**config.mk**
```make
export PLATFORM = sky130hd
export DESIGN_NAME = ucmm_sweep
export DESIGN_NICKNAME = d
export VERILOG_FILES = /design/src/ucmm_pkg.sv /design/src/ucmm_sweep.sv
export SDC_FILE = /design/constraint.sdc
export NUM_CORES = 1
export LEC_CHECK = 0
export BUFFER_PORTS_ARGS = -buffer_cell sky130_fd_sc_hd__buf_4
export CORE_MARGIN = 8
export CORE_UTILIZATION = 45
export CTS_CLUSTER_DIAMETER = 150
export DETAILED_ROUTE_END_ITERATION = 8
export GPL_TIMING_DRIVEN = 0
export PLACE_DENSITY_LB_ADDON = 0.08
export SLEW_MARGIN = 20
export SYNTH_ARGS = -nofsm -noshare
export SYNTH_HDL_FRONTEND = slang
export SYNTH_SLANG_ARGS = --single-unit
```
**constraint.sdc**
```tcl
create_clock -name clock -period 3.03 [get_ports clock]
set_input_delay 0.4545 -clock clock [delete_from_list [all_inputs] [get_ports clock]]
set_output_delay 0.4545 -clock clock [all_outputs]
set_load 0.02 [all_outputs]
```
**src/ucmm_pkg.sv**
```systemverilog
// Package with the shared widths, defaults and sweep control type of the coverage statistics block.
package ucmm_pkg;

   localparam int CLAMP_BIN_DEF = 1000;
   localparam int BIN_WIDTH_DEF = 32;

   localparam int COPIES_W = 8;
   localparam int COV_W    = 16;
   localparam int OUT_W    = 10;
   localparam int SUM_W    = 48;
   localparam int CNT_W    = 32;

   // Only entries that occur exactly once in the graph are counted.
   localparam logic [COPIES_W-1:0] UNIQUE_COPIES = COPIES_W'(1);

   // Control for the histogram sweep evaluator.
   typedef struct packed {
      logic init;      // Clear the running median and mode state.
      logic vld;       // A histogram bin's count is on the read data.
      logic mode_bin;  // The bin takes part in the mode search.
   } sweep_ctl_type;

endpackage

```
**src/ucmm_sweep.sv**
```systemverilog
// Sweep evaluator: walks the histogram bins in order and tracks the median and the mode.
module ucmm_sweep #(
   parameter int CLAMP_BIN = ucmm_pkg::CLAMP_BIN_DEF,
   parameter int BIN_WIDTH = ucmm_pkg::BIN_WIDTH_DEF,
   parameter int IDX_W     = $clog2(CLAMP_BIN + 1),
   parameter int MED_W     = $clog2(CLAMP_BIN + 2)
) (
   input  logic                          clock,
   input  ucmm_pkg::sweep_ctl_type       ctl,
   input  logic [IDX_W-1:0]              bin,
   input  logic [BIN_WIDTH-1:0]          bin_count,
   input  logic [ucmm_pkg::CNT_W-2:0]    half,
   output logic [MED_W-1:0]              median,
   output logic [IDX_W-1:0]              mode
);

   import ucmm_pkg::*;

   // The running total only grows while it is below half, so one bin past half fits.
   localparam int SEEN_W = ((BIN_WIDTH > CNT_W - 1) ? BIN_WIDTH : CNT_W - 1) + 1;

   logic [SEEN_W-1:0]    seen_ff;
   logic [MED_W-1:0]     median_ff;
   logic [IDX_W-1:0]     mode_ff;
   logic [BIN_WIDTH-1:0] best_ff;

   always_ff @(posedge clock) begin
      if (ctl.init) begin
         seen_ff   <= '0;
         median_ff <= '0;
         mode_ff   <= '0;
         best_ff   <= '0;
      end else if (ctl.vld) begin
         if (seen_ff < SEEN_W'(half)) begin
            seen_ff   <= seen_ff + SEEN_W'(bin_count);
            median_ff <= median_ff + MED_W'(1);
         end
         // Strict compare keeps the first bin among equal counts.
         if (ctl.mode_bin && (bin_count > best_ff)) begin
            best_ff <= bin_count;
            mode_ff <= bin;
         end
      end
   end

   assign median = median_ff;
   assign mode   = mode_ff;

endmodule
```
==> reports/metrics.yaml <==
syn-num-nets: 991
path_delay_family: "simple AND/OR/NAND/NOR gates"
vdd.ir_drop.worst_mv: 0.353
dp_hpwl_um: 14500
dr.pass1.iters: 5
die_h_um: 135
maxCapViolCount: 0
end_kind: "flop"
grt.total_usage_pct: 19.7
nets: 1097
num_vias: 6019
clkSinkCount: 85
port_buffers: 95
path_buf_inv: 1
yosysWarnings: 0
cts_buffers: 9
ys.flop_type: "dfxtp_1"
hold_path.startpoint: "bin[1]"
fin_cells: 1109
pwr_density_cell_mw_per_mm2: 641
seq_area_frac_synth_pct: 26.5
total_power_mw: 4.92
worstPathRequired_ns: 3.31
path_clk_slew_ns: 0.07
ys_types: 58
routed_wl_um: 17900
drt-initial-drc-count: 314
post_drt_wl_per_cell_um: 16.1
drc: 0
cp_max_fo: 10
clkLatencyLatePin_ns: 0.36
root_buffer: "clkbuf_16"
met3_usage_pct: 3.34
grt_pass1_vias: 5947
final_common_cell: "nand2_1"
whs_ns: 0.356
maxSlewViolCount: 0
r2r-start: "seen_ff[22]"
synth_edf_count: 0
die_area_mm2: 0.0183
avgSynthCellArea_um2: 7.85
use_met1_pct: 24.1
grt_pass1_wl_um: 29000
tightestPinTransition_ns: 0.680
clock_path_buffers: 2
final_cell_mix: "nand2_1, buf_4, ha_1"
start_kind: "flop"
rows: 43
ioPinCount: 97
die_w_um: 135
syn_inst: 818
skew_ns: 0.0116
finalCritPeriodShare_pct: 94.8
cpPeakStageDelay_ns: 0.51
crit_top_cell: "a21oi_1"
fin_crit_ns: 2.87
top_usage_layer: "met2"
grt_use_met2_pct: 33.9
globalplace.congestion: 0.825
antenna_found_initial: 0
cts_tree: "built"
ant_nets: 0
fmax_ghz: 0.348
num_antenna_cells: 0
layout-drive-gt1-share_pct: 14.1
viasPerCell: 5.43
grt_max_degree: 16
syn_area_mm2: 0.00642
crit_start: "seen_ff[22]"
placed_area_mm2: 0.00736
path_class: "flop to flop"
area_growth_pct: 19.5
status: "completed"
hold_viol_final: 0
relSlewSlack_pct: 54.1
design_area_mm2: 0.00768
core_area_mm2: 0.0139
slowest_stage: "clkbuf_1"
overflow: 0
path_cells: "ha_1, a21o_1, a21oi_1, nor2b_1, o31ai_4, nand4_4, nor2_2, clkbuf_1, nand2_1, a21oi_1"
hold_class: "input port to flop"
synth-seq-cells: 85
finalSetupViolations: 0
rsz0062_at_grt: "false"
htree_num_levels: 3
async_flop_share_pct: 0
power_leakage_nw: 3.48
start_util_pct: 46.1
arrival_ns: 3.16
placed_cells: 1093
finalCoreUtilization_pct: 55.1
## synthesized netlist by cell type (3+ instances only)
library cell    n  area share [%]
a211o_1         3            0.41
a211oi_1        9             1.1
a21o_1         24             2.8
a21oi_1        74             5.8
a21oi_2         3            0.41
a31oi_1         4            0.39
and3_1          6            0.58
buf_4           4            0.47
clkbuf_1       21             1.2
dfxtp_1        85              27
ha_1           95              19
inv_1          69             4.0
mux2i_1        42             6.5
nand2_1       165             9.6
nand2b_1        3            0.29
nand3_1        18             1.4
nand4_1        14             1.4
nor2_1         40             2.3
nor2b_1         9            0.88
nor3_1          9            0.70
nor4_1          7            0.68
o211ai_1        5            0.58
o21a_1          8            0.94
o21ai_0        20             1.6
o21ai_1         9            0.70
o41ai_1         3            0.41
or3_1           6            0.58
xnor2_1        21             2.9
xor2_1          6            0.82
## path summary, 6_finish.rpt
kind	end	cells past startpoint	slack, ns
setup / recovery	seen_ff[22]	10	0.16
hold / removal	mode[1]	3	0.36
setup reg to reg	seen_ff[22]	10	0.16
hold reg to reg	best_ff[19]	2	0.46
## through the flow
stage | setup slack, ns | setup TNS, ns
after CTS | 0.113 | 0
after global placement | -0.104 | -1.64
after global routing | 0.0230 | 0
after floorplan | 0.516 | 0
final | 0.157 | 0
after detailed placement | -0.126 | -1.63
## power by group
group | switching [mW] | internal, mW | total [mW]
Combinational | 1.31 | 0.974 | 2.28
Clock | 0.495 | 0.647 | 1.14
Sequential | 0.188 | 1.31 | 1.50
Total | 1.99 | 2.93 | 4.92
## registers in the layout, summed over array words and instances, names as in the netlist
| name | count |
|---|---|
| seen_ff | 33 |
| best_ff | 32 |
| median | 10 |
| mode | 10 |
## routing by layer
metal / vias up / share of wire (%)
li1: 3080 / -
met1: 2789 / 45
met2: 129 / 48
met3: 21 / 4.3
met4: 0 / 2.0
met5: - / 0
## logic make-up after synthesis
family	after synthesis	synth area share, %
buf+inv	96	5.98
fa+ha+maj	96	18.8
flops	85	26.5
xor+xnor	27	3.68
simple gates	289	20.3
mux	42	6.55
compound gates	183	18.2
## layout make-up
cell class / instances / area, um2
Timing Repair Buffer: 95 / 713
Clock buffer: 10 / 229
Buffer: 27 / 129
Multi-Input combinational cell: 637 / 4350
Inverter: 69 / 259
Sequential cell: 85 / 1700
Clock inverter: 6 / 70.1
Fill cell: 1326 / 6260
Tap cell: 180 / 225
## worst reg2reg max path, cell delays in order, from the launching register on
cell and delay (ns):
dfxtp_1 0.34, ha_1 0.30, a21o_1 0.18, a21oi_1 0.13, nor2b_1 0.08, o31ai_4 0.30
nand4_4 0.23, nor2_2 0.46, clkbuf_1 0.51, nand2_1 0.11, a21oi_1 0.16
## what timing repair did
item,CTS,global route
hold endpoints to repair,0,0
resized for setup,0,8
setup endpoints to repair,0,24
buffers inserted,0,0
hold buffers,0,0
No activity file was read; power rests on OpenSTA's default activity.
